==> config.mk <==
export PLATFORM = sky130hd
export DESIGN_NAME = pcrr_queue
export DESIGN_NICKNAME = d
export VERILOG_FILES = /design/src/rtl/pcrr_pkg.sv /design/src/rtl/pcrr_queue.sv
export SDC_FILE = /design/constraint.sdc
export NUM_CORES = 1
export LEC_CHECK = 0
export BUFFER_PORTS_ARGS = -buffer_cell sky130_fd_sc_hd__buf_2
export CORE_MARGIN = 8
export CORE_UTILIZATION = 43
export CTS_CLUSTER_DIAMETER = 30
export DETAILED_ROUTE_END_ITERATION = 10
export GPL_TIMING_DRIVEN = 0
export HOLD_SLACK_MARGIN = 0.05
export MAX_ROUTING_LAYER = met4
export PLACE_DENSITY = 0.72
export SYNTH_ARGS = -nofsm -noshare
export SYNTH_HDL_FRONTEND = slang
export SYNTH_SLANG_ARGS = --single-unit
==> constraint.sdc <==
create_clock -name clk -period 2.35 [get_ports clk]
set_input_delay 0.235 -clock clk [delete_from_list [all_inputs] [get_ports clk]]
set_output_delay 0.235 -clock clk [all_outputs]
set_load 0.005 [all_outputs]
==> src/rtl/pcrr_pkg.sv <==
`timescale 1ns / 1ps
// ----------------------------------------------------------------------------
// pcrr_pkg: shared types and constants of the per-class round-robin scheduler
// Operation and status codes, default sizes and the command word that travels
// from the front end to the back end.
// ----------------------------------------------------------------------------
package pcrr_pkg;

  // default sizes
  localparam int DEF_MAX_CLASSES = 16;
  localparam int DEF_QUEUE_DEPTH = 64;

  // field widths
  localparam int HANDLE_W = 16;
  localparam int CLASS_W  = 4;
  localparam int CFG_W    = 5;
  localparam int STATUS_W = 3;
  localparam int PEND_W   = 11;
  // class index and class count wide enough for the largest class count
  localparam int CIDX_W   = 6;
  localparam int NCLS_W   = 7;

  localparam logic [CFG_W-1:0] CFG_RESET = 5'd16;

  // operation codes
  localparam logic OP_ENQ = 1'b0;
  localparam logic OP_DEQ = 1'b1;

  // status codes
  localparam logic [STATUS_W-1:0] ST_ENQ      = 3'd0;
  localparam logic [STATUS_W-1:0] ST_DEQ      = 3'd1;
  localparam logic [STATUS_W-1:0] ST_FULL     = 3'd2;
  localparam logic [STATUS_W-1:0] ST_BADCLASS = 3'd3;
  localparam logic [STATUS_W-1:0] ST_EMPTY    = 3'd4;

  // classified command word
  typedef struct packed {
    logic                op;
    logic                bad;
    logic [CIDX_W-1:0]   cls;
    logic [HANDLE_W-1:0] handle;
    logic [NCLS_W-1:0]   ncls;
  } cmd_t;

endpackage

==> src/rtl/pcrr_queue.sv <==
`timescale 1ns / 1ps
// ----------------------------------------------------------------------------
// pcrr_queue: two-entry command queue
// Decouples the front end from the back end so each can stall on its own.
// ----------------------------------------------------------------------------
module pcrr_queue (
  input  logic           clk,
  input  logic           rst,
  input  logic           push,
  input  pcrr_pkg::cmd_t din,
  output logic           full,
  input  logic           pop,
  output logic           valid,
  output pcrr_pkg::cmd_t dout
);
  pcrr_pkg::cmd_t slot [2];
  logic           wr_ptr;
  logic           rd_ptr;
  logic [1:0]     count;

  assign full  = (count == 2'd2);
  assign valid = (count != 2'd0);
  assign dout  = slot[rd_ptr];

  // storage
  always_ff @(posedge clk) begin
    if (push) begin
      slot[wr_ptr] <= din;
    end
  end

  // pointers and fill count
  always_ff @(posedge clk) begin
    if (rst) begin
      wr_ptr <= 1'b0;
      rd_ptr <= 1'b0;
      count  <= 2'd0;
    end else begin
      if (push) begin
        wr_ptr <= !wr_ptr;
      end
      if (pop) begin
        rd_ptr <= !rd_ptr;
      end
      if (push && !pop) begin
        count <= count + 2'd1;
      end else if (pop && !push) begin
        count <= count - 2'd1;
      end
    end
  end
endmodule

Yosys cells after proc, flatten, opt, wreduce, memory -nomap -nowiden
Memories as Yosys holds them, arrays and structs flattened. A register that Yosys moved wholly into a read port is not among the register bits.
Cells that the tools add are included.
- flip-flop bits (word level): 4
- RAM bits: 62
- logic and storage cells: 21
- memories kept: 1
- output and inout bits: 33
- bits of input ports: 35
- memories (name ; depth ; bits a word ; read ports ; clocked after memory_dff ; wr ports ; line ; RTL):
    slot ; 2 ; 31 ; 1 ; 1 ; 1 ; pcrr_queue.sv:16 ; pcrr_pkg::cmd_t slot [2];
- multiplexer cells: 6
- $add $sub $neg: 2
- reductions and logical operators: 8
- equality and inequality tests: 1
- operators by type and width (kind ; count):
    $logic_not A1 Y1 ; 4
    $mux W1 ; 4
    $mux W2 ; 2
    $reduce_bool A2 Y1 ; 2
    $add A2 B1 Y2 const B ; 1
    $eq A2 B2 Y1 const B ; 1
    $logic_and A1 B1 Y1 ; 2
    $sub A2 B1 Y2 const B ; 1

Longest topological paths before layout
- depth in word-level cells: 4
- mapped depth: 5

Least setup slack after synthesis
OpenSTA, ideal clock, no wires.
- path type: reg2reg
- from: register wr_ptr
- to: memory slot[0][0] in the netlist's numbering, enable pin
- cell stages (with the launch flop): 2
- arrival time: 1.724 ns
- slack: 0.204 ns
- setup time: 0.423 ns
- data required time: 1.927 ns
- clock period less this slack: 2.146 ns
- path buffers: 0
- cells stage by stage: dfxtp_1 nor2b_1
- RTL lines (what ; line ; RTL):
    from (decl) ; pcrr_queue.sv:17 ; logic wr_ptr;
    from (signal assigned) ; pcrr_queue.sv:40 ; wr_ptr <= !wr_ptr;
    to (decl) ; pcrr_queue.sv:16 ;
No word-level cell before the write port.

==> metrics <==
antenna violations before repair 0; fin crit share 72.9%; Setup Crit Path Kind reg2out; synthesized instance count 118; Clock Skew 0.00432 ns; routed vias/inst 4.65; Crit path arrival time 1.48 ns; final wirelength 4470 um; ANT cells 0; Routed Antenna Nets 0; synth unique cells 16; Area growth syn-to-layout 28.5%; Bufs on Longest Clock Path 2; clock latency on the worst-skew pair 0.32 ns; clk sink count 67; Die Y 91.3 um; drt pass-1 iters 4; sequential element share of the synthesized area 80.5%; CP endpoint kind output pin; Clock transition at path regs 0.07 ns; Initial Util 44.2%; Worst R2R Start wr_ptr$_SDFFE_PP0P_; cts bufs inserted 9; Final Hold Fails 0; DP Cell Count 258; root buffer cell clkbuf_8; crit-path cells buf_2 -> mux2_2 -> buf_2; share of post-route cells with drive strength above 1 59.4%; wire per inst 16.3 um; DPL Wire Length 3140 um; fin nets 233; Worst EP required 2.12 ns; global-route wire length before repair 7090 um; Hold Path End slot[1][1]$_DFFE_PP_; # fillers 448; DRC Markers 0; vias post-DR 1274; Hold Path Class in2reg; yosys warns 0; mapped cell area 0.00244 sq mm; #FFs+latches synth 67; Core Region 0.00551 sq mm; CTS H-tree depth 3; worst-path fanout max 10; Max stage delay on crit path 0.38 ns; GRT overflow 0; Slew Limit Headroom 48.7%; R2R depth 1; Slew Limit Fails 0; Leak 0.00121 uW; RSZ-0062 raised after global routing false; Mapped Avg Cell Area 20.6 sq um; most used cell, CP buf_2; FF-to-FF setup slack 0.88 ns; Worst R2R End slot[1][26]$_DFFE_PP_; Die W 91.3 um; Post-CTS Setup Repair Bufs 0; power density over cell area 889 mW/mm^2; FP Rows 27; CP max stage cell dfxtp_1; Non-Filler Instances 274; hold path cells 1; worst hold path startpoint din[1]; boundary pin count 68; status finished, final reports clean; max frequency 583 MHz; Hold-fix buffers, CTS 0; vias in the first global route 1453; Post-Route Utilization 56.8%; Slew @ Worst Pin 0.769 ns; Max Cap Violations 0; fin crit period 1.71 ns; final setup vio count 0; worst IR drop on VDD 0.462 mV; CP Launch Type flop; CTS tree done; routability cong. 0.672; 1st-iter DRT viols 54; die footprint 0.00833 sq mm; syn nets 154; pin count of the biggest net entering global routing 32; GR Util All Layers 11.4%; I/O Buffers 67; # resized after CTS 0
## state kept, by name (all words and copies together), names as in the netlist, named ones only
signal  flops
slot       62
wr_ptr      1
count       2
rd_ptr      1
## power breakdown
group	total [uW]	switching (uW)	internal, uW	leakage (uW)
Combinational	278	130	148	0.000469
Sequential	1410	22.7	1390	0.000623
Clock	1100	397	698	0.000118
Total	2780	549	2230	0.00121
## cells by family after synthesis
logic type                 Yosys count  share of synthesized area, %
DFF                                 67                          80.5
adders and majority gates            1                         0.514
muxes                               31                          14.3
buffers and inverters                4                         0.770
AOI/OAI and AO/OA                    2                         0.410
and+or+nand+nor                      9                          2.00
xor gates and xnor gates             4                          1.44
## per-stage QoR
stage | setup TNS, ns | cell area (sq um) | hold WS, ns | power, uW | setup slack, ns
2_1_floorplan | 0 | 2440 | 0.304 | 1580 | 0.204
3_3_place_gp | -22.18 | 2860 | 0.423 | 1700 | -0.717
3_5_place_dp | 0 | 2900 | 0.426 | 1720 | 0.851
4_1_cts | 0 | 3130 | 0.0795 | 2820 | 0.582
5_1_grt | 0 | 3130 | 0.0758 | 2900 | 0.518
6_report | 0 | 3130 | 0.0967 | 2780 | 0.636
## routing by layer
layer / wire length, um / GRT usage (%)
met1: 1970 / 12.5
met2: 2280 / 18.4
met3: 162 / 2.72
met4: 63 / 6.96
met5: 0 / -
## worst max-delay path by stage
| stage | slack [ns] | from | endpoint | cells after the start |
|---|---|---|---|---|
| 6_report | 0.64 | flop | dout[8] | 3 |
| 5_1_grt | 0.52 | flop | dout[3] | 3 |
| 4_1_cts | 0.58 | flop | dout[8] | 3 |
| 3_5_place_dp | 0.85 | wr_ptr$_SDFFE_PP0P_ | slot[1][23]$_DFFE_PP_ | 1 |
| 3_3_place_gp | -0.72 | push | slot[0][29]$_DFFE_PP_ | 2 |
| 2_1_floorplan | 0.20 | wr_ptr$_SDFFE_PP0P_ | slot[0][0]$_DFFE_PP_ | 1 |
## layout by cell type (no fill, tap or decap), types with 2 or more instances in the layout
cell,netlist,final
nor2_1,4,4
xor2_1,2,2
edfxtp_1,62,62
bufinv_16,0,3
xnor2_1,2,2
clkinv_2,0,2
dfxtp_1,5,5
buf_2,3,70
mux2_2,31,31
clkbuf_8,0,9
## synthesized netlist by cell type
master	number	area, sq um
xnor2_1	2	17.5
and2_1	1	6.26
xor2_1	2	17.5
ha_1	1	12.5
mux2_2	31	349
and2b_2	1	8.76
or2_2	1	6.26
or3_1	1	6.26
a21oi_1	1	5.00
nor2b_1	1	6.26
edfxtp_1	62	1860
o21ai_0	1	5.00
inv_1	1	3.75
buf_2	3	15.0
dfxtp_1	5	100
nor2_1	4	15.0
## cell type report
cell class              count  area, sq um  area share [%]
flip-flops and latches     67         1960            62.7
multi-input cells          47          464            14.8
repair buffers             68          363            11.6
clock buffers              10          128            4.08
clock inverters             6          104            3.32
well taps                  72         90.1            2.88
plain buffers               3         15.0           0.480
inverters                   1         3.75           0.120
## critical path, delay by kind of cell, from the launching register on
family   cells  cell delay, ns
buf+inv      2            0.41
flops        1            0.38
mux          1            0.37
(Power assumes the default switching activity.)
