**src/rtl/pcrr_pkg.sv**
```systemverilog
`timescale 1ns / 1ps
// ----------------------------------------------------------------------------
// pcrr_pkg: shared types and constants of the per-class round-robin scheduler
// Operation and status codes, default sizes and the command word that travels
// from the front end to the back end.
// ----------------------------------------------------------------------------
package pcrr_pkg;

  // default sizes
  localparam int DEF_MAX_CLASSES = 16;
  localparam int DEF_QUEUE_DEPTH = 64;

  // field widths
  localparam int HANDLE_W = 16;
  localparam int CLASS_W  = 4;
  localparam int CFG_W    = 5;
  localparam int STATUS_W = 3;
  localparam int PEND_W   = 11;
  // class index and class count wide enough for the largest class count
  localparam int CIDX_W   = 6;
  localparam int NCLS_W   = 7;

  localparam logic [CFG_W-1:0] CFG_RESET = 5'd16;

  // operation codes
  localparam logic OP_ENQ = 1'b0;
  localparam logic OP_DEQ = 1'b1;

  // status codes
  localparam logic [STATUS_W-1:0] ST_ENQ      = 3'd0;
  localparam logic [STATUS_W-1:0] ST_DEQ      = 3'd1;
  localparam logic [STATUS_W-1:0] ST_FULL     = 3'd2;
  localparam logic [STATUS_W-1:0] ST_BADCLASS = 3'd3;
  localparam logic [STATUS_W-1:0] ST_EMPTY    = 3'd4;

  // classified command word
  typedef struct packed {
    logic                op;
    logic                bad;
    logic [CIDX_W-1:0]   cls;
    logic [HANDLE_W-1:0] handle;
    logic [NCLS_W-1:0]   ncls;
  } cmd_t;

endpackage

```
**src/rtl/pcrr_ifs.sv**
```systemverilog
`timescale 1ns / 1ps
// ----------------------------------------------------------------------------
// pcrr_ifs: channel interfaces of the scheduler
// Request, response and configuration channels, each with valid and ready.
// ----------------------------------------------------------------------------
interface pcrr_req_if;
  logic                          valid;
  logic                          ready;
  logic                          op;
  logic [pcrr_pkg::CLASS_W-1:0]  pkt_class;
  logic [pcrr_pkg::HANDLE_W-1:0] pkt_handle;

  modport source (output valid, op, pkt_class, pkt_handle, input ready);
  modport sink (input valid, op, pkt_class, pkt_handle, output ready);
endinterface


interface pcrr_cfg_if;
  logic                       valid;
  logic                       ready;
  logic [pcrr_pkg::CFG_W-1:0] data;

  modport source (output valid, data, input ready);
  modport sink (input valid, data, output ready);
endinterface

```
**src/rtl/pcrr_front.sv**
```systemverilog
`timescale 1ns / 1ps
// ----------------------------------------------------------------------------
// pcrr_front: request front end
// Holds the class count register, accepts request words, clamps the class
// count and flags out-of-range enqueue classes before queueing the command.
// ----------------------------------------------------------------------------
module pcrr_front #(
  parameter int MAX_CLASSES = pcrr_pkg::DEF_MAX_CLASSES
) (
  input  logic           clk,
  input  logic           rst,
  pcrr_req_if.sink       req,
  pcrr_cfg_if.sink       cfg,
  output logic           push,
  output pcrr_pkg::cmd_t cmd,
  input  logic           full
);
  logic [pcrr_pkg::CFG_W-1:0]  num_classes;
  logic [pcrr_pkg::NCLS_W-1:0] ncls;

  // class count register, writable at any time
  assign cfg.ready = 1'b1;
  always_ff @(posedge clk) begin
    if (rst) begin
      num_classes <= pcrr_pkg::CFG_RESET;
    end else if (cfg.valid) begin
      num_classes <= cfg.data;
    end
  end

  // effective class count: zero acts as one, clamp at the class limit
  always_comb begin
    if (num_classes == '0) begin
      ncls = pcrr_pkg::NCLS_W'(1);
    end else if (int'(num_classes) > MAX_CLASSES) begin
      ncls = pcrr_pkg::NCLS_W'(MAX_CLASSES);
    end else begin
      ncls = pcrr_pkg::NCLS_W'(num_classes);
    end
  end

  // classify and queue
  assign req.ready  = !full;
  assign push       = req.valid && !full;
  assign cmd.op     = req.op;
  assign cmd.bad    = (req.op == pcrr_pkg::OP_ENQ) &&
                      (pcrr_pkg::NCLS_W'(req.pkt_class) >= ncls);
  assign cmd.cls    = pcrr_pkg::CIDX_W'(req.pkt_class);
  assign cmd.handle = req.pkt_handle;
  assign cmd.ncls   = ncls;
endmodule

```
**src/flat_wrapper.sv**
```systemverilog
// flat-port wrapper written by rule: the top's interface ports become plain ports
module pcrr_front_flat 
#(
  parameter int MAX_CLASSES = pcrr_pkg::DEF_MAX_CLASSES
)
  (clk, rst, push, cmd, full, req_valid, req_op, req_pkt_class, req_pkt_handle, req_ready, cfg_valid, cfg_data, cfg_ready);
  pcrr_req_if req_i ();
  pcrr_cfg_if cfg_i ();
  input  logic clk;
  input  logic rst;
  output logic push;
  output pcrr_pkg::cmd_t cmd;
  input  logic full;
  input wire logic [$bits(req_i.valid)-1:0] req_valid;
  input wire logic [$bits(req_i.op)-1:0] req_op;
  input wire logic [$bits(req_i.pkt_class)-1:0] req_pkt_class;
  input wire logic [$bits(req_i.pkt_handle)-1:0] req_pkt_handle;
  output wire logic [$bits(req_i.ready)-1:0] req_ready;
  input wire logic [$bits(cfg_i.valid)-1:0] cfg_valid;
  input wire logic [$bits(cfg_i.data)-1:0] cfg_data;
  output wire logic [$bits(cfg_i.ready)-1:0] cfg_ready;
  assign req_i.valid = req_valid;
  assign req_i.op = req_op;
  assign req_i.pkt_class = req_pkt_class;
  assign req_i.pkt_handle = req_pkt_handle;
  assign req_ready = req_i.ready;
  assign cfg_i.valid = cfg_valid;
  assign cfg_i.data = cfg_data;
  assign cfg_ready = cfg_i.ready;
  pcrr_front #(.MAX_CLASSES(MAX_CLASSES)) u_core (.clk(clk), .rst(rst), .req(req_i), .cfg(cfg_i), .push(push), .cmd(cmd), .full(full));
endmodule
```
**config.mk**
```make
export PLATFORM = sky130hd
export DESIGN_NAME = pcrr_front_flat
export DESIGN_NICKNAME = d
export VERILOG_FILES = /design/src/rtl/pcrr_pkg.sv /design/src/rtl/pcrr_ifs.sv /design/src/rtl/pcrr_front.sv /design/src/flat_wrapper.sv
export SDC_FILE = /design/constraint.sdc
export NUM_CORES = 1
export LEC_CHECK = 0
export ABC_AREA = 0
export BUFFER_PORTS_ARGS = -buffer_cell sky130_fd_sc_hd__buf_2
export CAP_MARGIN = 20
export CORE_MARGIN = 5
export CORE_UTILIZATION = 31
export CTS_CLUSTER_SIZE = 25
export DETAILED_ROUTE_END_ITERATION = 10
export PLACE_DENSITY = 0.78
export RECOVER_POWER = 25
export SLEW_MARGIN = 20
export SYNTH_ARGS = -nofsm -noshare
export SYNTH_HDL_FRONTEND = slang
export SYNTH_SLANG_ARGS = --single-unit
export TNS_END_PERCENT = 50
```
**constraint.sdc**
```tcl
create_clock -name clk -period 1.7 [get_ports clk]
set_clock_uncertainty 0.1 [all_clocks]
set_input_delay 0.17 -clock clk [delete_from_list [all_inputs] [get_ports clk]]
set_output_delay 0.17 -clock clk [all_outputs]
set_load 0.01 [all_outputs]
```
---- Word level (Yosys, flattened, before mapping) ----
Cells that the tools add are included.
operators by class
  magnitude comparators ................... 2
  muxes and demuxes ....................... 2
  bitwise logic cells ..................... 1
  reduce and logical (&&, ||, !) cells .... 4
operator list
  kind                                                          count
  4-bit by 7-bit greater-or-equal comparator with 1-bit output  1
  7-bit two-way mux                                             1
  5-bit greater-than comparator (second input constant)         1
  5-bit zero test                                               1
  5-bit two-way mux                                             1
  1-bit logical AND                                             2
  1-bit zero test                                               1
  1-bit NOT                                                     1
storage, ports and cells
  flip-flop bits (word level) ............. 5
  bits of input ports ..................... 31
  word-level logic and storage cells ...... 10

---- Longest topological paths before layout ----
Gate-level depths: netlist of run 1.
  depth in word-level cells ............... 5
  mapped depth ............................ 7
  mapped depth without buffers ............ 7

---- Worst setup path before layout of run 1 ----
Ideal clock, no wire load.
  path kind ............................... reg-to-output
  from .................................... reg u_core.num_classes[1] in the netlist's numbering
  to ...................................... out cmd[29] in the netlist's numbering
  data arrival time ....................... 1.400 ns
  data required time ...................... 1.430 ns
  path slack .............................. 0.030 ns
  cell stages (with the launch flop) ...... 8
  buffers on the path ..................... 0
  cell sequence ........................... dfxtp_1 nor3_1 nor2_1 nor2_1 ha_1 nor2_1 a21oi_1 o31a_1
RTL lines
  item                      line                text
  start: declaration        pcrr_front.sv:18    logic [pcrr_pkg::CFG_W-1:0] num_classes;
  start signal: assignment  pcrr_front.sv:25    num_classes <= pcrr_pkg::CFG_RESET;
  start signal: assignment  pcrr_front.sv:27    num_classes <= cfg.data;
  end: declaration          flat_wrapper.sv:12  output pcrr_pkg::cmd_t cmd;

==> impl_metrics.env, run 1 <==
export IMPL_syn_area_um2=526
export IMPL_vias_per_cell=4.38
export IMPL_crit_fanout=2
export IMPL_drv_cap=0
export IMPL_fin_crit_sh_pct=115
export IMPL_place_inst=88
export IMPL_fmax_ghz=0.510
export IMPL_final_cell_mix="27 x buf_2, 7 x nor2_1, 5 x conb_1"
export IMPL_place_congestion=0.672
export IMPL_slowest_delay_ns=0.32
export IMPL_rsz0062_at_grt="yes"
export IMPL_slew_viol_final=0
export IMPL_grt_max_degree=8
export IMPL_path_class="flop to primary output"
export IMPL_finalWorstSetupSlack_ns=-0.262
export IMPL_first_global_vias=361
export IMPL_cp_end_kind="primary output"
export IMPL_synth_top_family_by_area="buffers and inverters"
export IMPL_clkLatencyLatePin_ns=0.24
export IMPL_numPortBuffers=27
export IMPL_cpMaxStageDelayCell="dfxtp_2"
export IMPL_synth_distinct_cells=17
export IMPL_synthCells=67
export IMPL_initial_core_util_pct=33.7
export IMPL_design_core_area_um2=1560
export IMPL_yosys_area_top_type_share_pct=37.1
export IMPL_layout_commonest_cell="buf_2"
export IMPL_diodes=0
export IMPL_cts_root_buffer="clkbuf_4"
export IMPL_drcViolationCount=0
export IMPL_drt_iter0_drc=2
export IMPL_required_ns=1.43
export IMPL_drive_gt1_share_pct=49.4
export IMPL_synth_xor_area_share_pct=0
export IMPL_fin_cells=93
export IMPL_dr_total_vias=407
export IMPL_synth_compound_area_share_pct=5.24
export IMPL_grt_pass1_wl_um=1470
export IMPL_ir_drop_uv=467
export IMPL_crit_top_cell="nor2_1"
export IMPL_num_rows=14
export IMPL_ant_nets=0
export IMPL_final_min_clock_period_ns=1.96
export IMPL_synth_seq_cells=5
export IMPL_io_pins=65
export IMPL_critPathTopFamily="simple AND/OR/NAND/NOR gates"
export IMPL_synth_simple_gate_area_share_pct=13.6
export IMPL_registers_top_by_ff_count="u_core.num_classes"
export IMPL_path_clk_slew_ns=0.04
export IMPL_synth_top_cells_by_area="buf_4 37%, dfxtp_1 19%, ha_1 9.5%, mux2i_1 7.6%, nor2_1 5.7%"
export IMPL_power_leakage_nw=0.334
export IMPL_dp_slack_ns=-0.0390
export IMPL_reg_top3="u_core.num_classes x5"
export IMPL_outcome="finished, violations left"
export IMPL_failed_checks="negative setup slack"
export IMPL_finalSetupViolCount=1
export IMPL_start_kind="flop"
export IMPL_wire_per_inst_um=10.8
export IMPL_finalHoldViolCount=0
export IMPL_cts_buffer_depth=2
export IMPL_yosys_warnings=0
export IMPL_syn_to_final_growth_pct=4.05
export IMPL_nNetsFinal=113
export IMPL_die_w_um=51.2
export IMPL_routed_wl_um=1010
export IMPL_dieArea_um2=2620
export IMPL_largest_reg_flops=5
export IMPL_worstPathArrival_ns=1.69
export IMPL_crit_chain="nor3_2, nor2_1, nor2_2, ha_1, nor2_1, a21oi_1, o31a_1, buf_2"
export IMPL_dp_hpwl_um=874
export IMPL_hp_class="input port to flop"
export IMPL_postCtsHoldBufs=0
export IMPL_yosys_area_top_type="buf_4"
export IMPL_dr_pass1_iters=4
export IMPL_crit_buf_inv=1
export IMPL_h_tree_depth=1
export IMPL_die_h_um=51.2
export IMPL_avgSynthCellArea_um2=7.84
export IMPL_global_route_usage_total_pct=7.76
export IMPL_fill_cells=183
export IMPL_cts_tree="done"
export IMPL_cts_sinks=5
export IMPL_ys_seq_area_share_pct=19.0
export IMPL_overflow=0
export IMPL_synthAdderAreaFrac_pct=9.52
export IMPL_synthMuxAreaShare_pct=7.62
export IMPL_powerDensity_nw_per_um2=665
export IMPL_numCtsBuffers=3
export IMPL_antenna_found_initial=0
==> metal layers <==
metal  vias up  track usage (%)  share of wire, %
met4         0             2.24              0.99
met2        37             11.6                41
met3         2             6.40                20
li1        200                -                 -
met1       168             8.27                38
met5         -                0                 0
==> power breakdown <==
| part | switching, mW | internal [mW] |
|---|---|---|
| clock | 0.0487 | 0.0887 |
| combinational | 0.0463 | 0.0481 |
| sequential | 0.00660 | 0.125 |
| total | 0.102 | 0.262 |
==> stage by stage <==
step | util, % | total power, mW | cell area, µm² | TNS [ns] | hold slack [ns]
3_3_place_gp | 32.3 | 0.220 | 504 | 0 | 0.240
6_report | 35.1 | 0.364 | 547 | -0.262 | 0.0371
2_1_floorplan | - | 0.237 | 537 | 0 | 0.142
4_1_cts | 34.0 | 0.366 | 531 | -0.304 | 0.0317
5_1_grt | 35.1 | 0.399 | 547 | -0.384 | 0.0379
3_5_place_dp | 32.3 | 0.224 | 504 | -0.0390 | 0.240
==> final timing paths <==
| kind | slack, ns | cells after the start | startpoint | to |
|---|---|---|---|---|
| setup / recovery | -0.26 | 8 | u_core.num_classes[1] | cmd[29] |
| hold / removal | 0.04 | 2 | cfg_data[4] | u_core.num_classes[4] |
| setup reg to reg | 0.76 | 2 | u_core.num_classes[4] | u_core.num_classes[4] |
| hold reg to reg | 0.42 | 2 | u_core.num_classes[0] | u_core.num_classes[0] |
==> cells by family (layout without fill, tap and decap cells) <==
family          count (synthesis)  in the layout
buf+inv                        33             40
fa+ha+maj                       4              4
mux                             4              4
compound gates                  4              4
flops                           5              5
simple gates                   15             15
other cells                     2              5
==> Yosys cell counts <==
cell,n
buf_4,26
nor2_1,8
dfxtp_1,5
ha_1,4
inv_1,4
mux2i_1,4
nand2b_1,3
conb_1,2
nor2b_1,2
nor3_1,2
a211o_1,1
a21oi_1,1
buf_6,1
clkbuf_1,1
inv_2,1
o21ai_1,1
o31a_1,1
==> timing repair <==
item / CTS / global route
pin swaps: 0 / 1
resized for setup: 0 / 3
setup endpoints to repair: 1 / 1
buffers inserted: 0 / 1
endpoints found under the hold margin: 0 / 0
==> final cells by class <==
class                           count  area [µm²]  share of cell area (%)
Clock buffer                        4        26.3                    4.81
Timing Repair Buffer               31         165                    30.2
Inverter                            5        18.8                    3.43
Sequential cell                     5         101                    18.5
Tap cell                           16        20.0                    3.66
Multi-Input combinational cell     32         215                    39.4
Note: power is estimated with default switching activity, not from simulation.
==> run 2: changes to the inputs <==
Settings changed: GPL_TIMING_DRIVEN set to 0.
==> run 2 against run 1 <==
Against the previous run: the flow still finishes with violations (negative setup slack); core utilization up 16 points; via count up 32%; global-route usage up 2.4 points; critical path type unchanged.
==> impl_metrics.env, run 2 (synthesis gave the netlist of run 1 again) <==
export IMPL_global_route_usage_total_pct=10.1
export IMPL_largest_reg_flops=5
export IMPL_outcome="finished, violations left"
export IMPL_crit_top_cell="nor2_1"
export IMPL_antenna_found_initial=0
export IMPL_registers_top_by_ff_count="u_core.num_classes"
export IMPL_dr_pass1_iters=2
export IMPL_final_util_pct=51.2
export IMPL_cts_buffer_depth=2
export IMPL_numCtsBuffers=3
export IMPL_path_clk_slew_ns=0.04
export IMPL_cpMaxStageDelayCell="dfxtp_2"
export IMPL_h_tree_depth=1
export IMPL_stdcell_area_um2=798
export IMPL_overflow=0
export IMPL_die_h_um=51.2
export IMPL_cp_end_kind="primary output"
export IMPL_wire_per_inst_um=10.1
export IMPL_dieArea_um2=2620
export IMPL_crit_chain="nor3_2, nor2_1, nor2_1, ha_1, nor2_1, a21oi_1, o31a_1, buf_2"
export IMPL_fin_crit_sh_pct=114
export IMPL_vias_per_cell=4.05
export IMPL_drv_cap=0
export IMPL_dr_total_vias=538
export IMPL_syn_to_final_growth_pct=51.9
export IMPL_slew_viol_final=0
export IMPL_num_rows=14
export IMPL_diodes=0
export IMPL_nNetsFinal=153
export IMPL_cts_root_buffer="clkbuf_4"
export IMPL_final_min_clock_period_ns=1.94
export IMPL_placedInstanceArea_um2=767
export IMPL_slowest_delay_ns=0.32
export IMPL_final_cell_mix="34 x buf_2, 27 x buf_4, 10 x clkbuf_1"
export IMPL_grt_max_degree=8
export IMPL_failed_checks="negative setup slack"
export IMPL_fin_cells=133
export IMPL_path_class="flop to primary output"
export IMPL_drive_gt1_share_pct=59.0
export IMPL_powerDensity_nw_per_um2=531
export IMPL_drt_iter0_drc=5
export IMPL_routed_wl_um=1340
export IMPL_layout_commonest_cell="buf_2"
export IMPL_ant_nets=0
export IMPL_crit_fanout=2
export IMPL_reg_top3="u_core.num_classes x5"
export IMPL_power_leakage_nw=0.489
export IMPL_ir_drop_uv=533
export IMPL_whs_ns=0.0442
export IMPL_first_global_vias=499
export IMPL_place_congestion=0.683
export IMPL_numPortBuffers=42
export IMPL_dp_slack_ns=-0.0211
export IMPL_setup_tns_ns=-0.243
export IMPL_grt_pass1_wl_um=1990
export IMPL_fmax_ghz=0.515
export IMPL_finalWorstSetupSlack_ns=-0.243
export IMPL_place_inst=128
export IMPL_finalSetupViolCount=1
export IMPL_die_w_um=51.2
export IMPL_start_kind="flop"
export IMPL_clkLatencyLatePin_ns=0.24
export IMPL_cts_tree="done"
export IMPL_io_pins=65
export IMPL_required_ns=1.43
export IMPL_total_power_uw=424
export IMPL_worstPathArrival_ns=1.67
export IMPL_hp_class="input port to flop"
export IMPL_postCtsHoldBufs=0
export IMPL_rsz0062_at_grt="yes"
export IMPL_design_core_area_um2=1560
export IMPL_drcViolationCount=0
export IMPL_initial_core_util_pct=33.7
export IMPL_finalHoldViolCount=0
export IMPL_cts_sinks=5
[run 2: cell type report]
cell class | instances | area, µm²
fillers | 163 | 761
multi-input cells | 32 | 213
plain buffers | 28 | 210
repair buffers | 43 | 208
flip-flops and latches | 5 | 103
clock buffers | 4 | 26.3
well taps | 16 | 20.0
inverters | 5 | 18.8
[run 2: power by group]
| group | internal, mW | switching [mW] | leakage [nW] |
|---|---|---|---|
| clock | 0.0884 | 0.0432 | 0.0150 |
| combinational | 0.0918 | 0.0676 | 0.432 |
| sequential | 0.126 | 0.00689 | 0.0421 |
[run 2: per-layer routing]
metal / GRT usage, % / vias up / routed length [µm]
li1: - / 278 / -
met3: 4.65 / 4 / 228
met4: 6.73 / 0 / 28
met2: 18.2 / 43 / 620
met5: 0 / - / 0
met1: 8.96 / 213 / 459
[run 2: path summary, 6_finish.rpt]
path	startpoint	to	slack, ns	cells past startpoint
setup / recovery	u_core.num_classes[3]	cmd[29]	-0.24	8
hold / removal	cfg_data[4]	u_core.num_classes[4]	0.04	2
setup reg to reg	u_core.num_classes[4]	u_core.num_classes[4]	0.79	2
hold reg to reg	u_core.num_classes[0]	u_core.num_classes[0]	0.40	2
[run 2: worst max-delay path: cells and delay by family (launching register included)]
family	cells	cell delay [ns]
simple gates	4	0.44
flops	1	0.32
compound gates	2	0.30
fa+ha+maj	1	0.25
buf+inv	1	0.14
[run 2: repair_timing]
item                                    CTS  global route
endpoints found under the setup margin    1             1
gates resized for setup                   3             0
pin swaps                                 5             4
endpoints found under the hold margin     0             0
buffers inserted                          1             0
==> run 3: changes to the inputs <==
Settings changed: CELL_PAD_IN_SITES_DETAIL_PLACEMENT set to 2, CELL_PAD_IN_SITES_GLOBAL_PLACEMENT set to 2, CORE_UTILIZATION 31 to 14, PLACE_DENSITY 0.78 to 0.8.
==> run 3 against run 2 <==
Against the previous run: the run still ends with negative setup slack left; via count increased by 12%; sequential power about the same; critical path depth unchanged; clock power increased by 67%; first-iteration DRC count decreased by 80%; highest routed layer unchanged.
==> impl_metrics.env, run 3 (synthesis gave the netlist of run 1 again) <==
export IMPL_crit_chain="nor3_2, nor2_1, nor2_2, ha_1, nor2_1, a21oi_1, o31a_1, buf_2"
export IMPL_failed_checks="negative setup slack"
export IMPL_design_core_area_um2=3660
export IMPL_critPathTopFamily="simple AND/OR/NAND/NOR gates"
export IMPL_start_kind="flop"
export IMPL_cts_sinks=5
export IMPL_fill_cells=449
export IMPL_finalSetupViolCount=2
export IMPL_num_rows=22
export IMPL_overflow=0
export IMPL_use_met2_pct=13.4
export IMPL_drcViolationCount=0
export IMPL_combPwrFrac_pct=33.9
export IMPL_pwr_share_seq_pct=25.0
export IMPL_path_class="flop to primary output"
export IMPL_wire_per_inst_um=10.4
export IMPL_final_util_pct=25.0
export IMPL_first_global_vias=692
export IMPL_cts_tree="done"
export IMPL_worstPathArrival_ns=1.63
export IMPL_whs_ns=0.0674
export IMPL_hp_class="input port to flop"
export IMPL_h_tree_depth=1
export IMPL_seq_area_um2=105
export IMPL_drive_gt1_share_pct=63.7
export IMPL_power_leakage_nw=0.533
export IMPL_internal_power_uw=394
export IMPL_dr_total_vias=600
export IMPL_dieArea_um2=5080
export IMPL_ir_drop_uv=392
export IMPL_nNetsFinal=160
export IMPL_crit_top_cell="nor2_1"
export IMPL_die_h_um=71.3
export IMPL_place_inst=160
export IMPL_final_min_clock_period_ns=1.90
export IMPL_fin_cells=172
export IMPL_initial_core_util_pct=14.4
export IMPL_fin_crit_sh_pct=112
export IMPL_slowest_delay_ns=0.31
export IMPL_total_power_uw=535
export IMPL_cpMaxStageDelayCell="dfxtp_2"
export IMPL_drt_iter0_drc=1
export IMPL_antenna_found_initial=0
export IMPL_stdcell_area_um2=915
export IMPL_place_congestion=0.710
export IMPL_grt_pass1_wl_um=2900
export IMPL_cts_buffer_depth=2
export IMPL_vias_per_cell=3.49
export IMPL_registers_top_by_ff_count="u_core.num_classes"
export IMPL_postCtsHoldBufs=0
export IMPL_path_clk_slew_ns=0.04
export IMPL_cp_end_kind="primary output"
export IMPL_slew_viol_final=0
export IMPL_dp_hpwl_um=1580
export IMPL_use_met1_pct=6.96
export IMPL_crit_fanout=2
export IMPL_largest_reg_flops=5
export IMPL_global_route_usage_total_pct=7.02
export IMPL_ant_nets=0
export IMPL_powerDensity_nw_per_um2=585
export IMPL_switching_power_uw=141
export IMPL_drv_cap=0
export IMPL_routed_wl_um=1780
export IMPL_final_cell_mix="34 x buf_4, 34 x buf_2, 10 x clkbuf_1"
export IMPL_grt_max_degree=8
export IMPL_diodes=0
export IMPL_clock_power_share_pct=41.1
export IMPL_reg_top3="u_core.num_classes x5"
export IMPL_numCtsBuffers=3
export IMPL_multiInputGateArea_um2=215
export IMPL_clkLatencyLatePin_ns=0.22
export IMPL_fmax_ghz=0.526
export IMPL_grt_busiest_layer="met2"
export IMPL_dr_pass1_iters=4
export IMPL_io_pins=65
export IMPL_numPortBuffers=42
export IMPL_swShare_pct=26.4
export IMPL_syn_to_final_growth_pct=74.0
export IMPL_cts_root_buffer="clkbuf_8"
export IMPL_rsz0062_at_grt="yes"
export IMPL_finalWorstSetupSlack_ns=-0.202
export IMPL_crit_buf_inv=1
export IMPL_finalHoldViolCount=0
export IMPL_outcome="finished, violations left"
export IMPL_met3_usage_pct=1.96
export IMPL_required_ns=1.43
export IMPL_die_w_um=71.3
export IMPL_placedInstanceArea_um2=807
## run 3: path summary, 6_finish.rpt
kind,startpoint,to,slack [ns],cells past startpoint
max,u_core.num_classes[2],cmd[29],-0.20,8
min,cfg_data[4],u_core.num_classes[4],0.07,2
max reg2reg,u_core.num_classes[4],u_core.num_classes[4],0.78,2
min reg2reg,u_core.num_classes[1],u_core.num_classes[1],0.44,2
## run 3: power by group through the flow
stage / clock network, mW / registers (mW) / logic (mW)
after detailed placement: 0 / 0.135 / 0.165
after floorplan: 0 / 0.132 / 0.105
after global routing: 0.229 / 0.136 / 0.203
after global placement: 0 / 0.135 / 0.159
after CTS: 0.228 / 0.134 / 0.183
final: 0.220 / 0.134 / 0.181
## run 3: repair_timing
item	CTS	global route
cloned	0	0
buffers inserted	7	1
pin swaps	5	5
resized for setup	4	2
endpoints found under the setup margin	1	2
## run 3: worst reg2reg max path, stage by stage, from the launching register on
cell,delay (ns)
dfxtp_2,0.34
nor2b_1,0.14
a211o_1,0.22
## run 3: layout make-up
class / instances / share of cell area (%)
Timing Repair Buffer: 50 / 28.5
Multi-Input combinational cell: 32 / 23.5
Buffer: 28 / 23.0
Sequential cell: 5 / 11.5
Tap cell: 48 / 6.57
Clock buffer: 4 / 4.92
Inverter: 5 / 2.05
## run 3: routing by layer
metal	share of wire [%]	wire length [µm]
met1	32	576
met2	53	936
met3	14	242
met4	1.4	25
met5	0	0
## run 3: stage by stage
step                setup TNS [ns]  setup slack, ns
floorplan                        0           0.0305
global placement           -0.0402          -0.0402
detailed placement         -0.0728          -0.0728
CTS                         -0.369           -0.295
global route                -0.583           -0.300
finish                      -0.399           -0.202
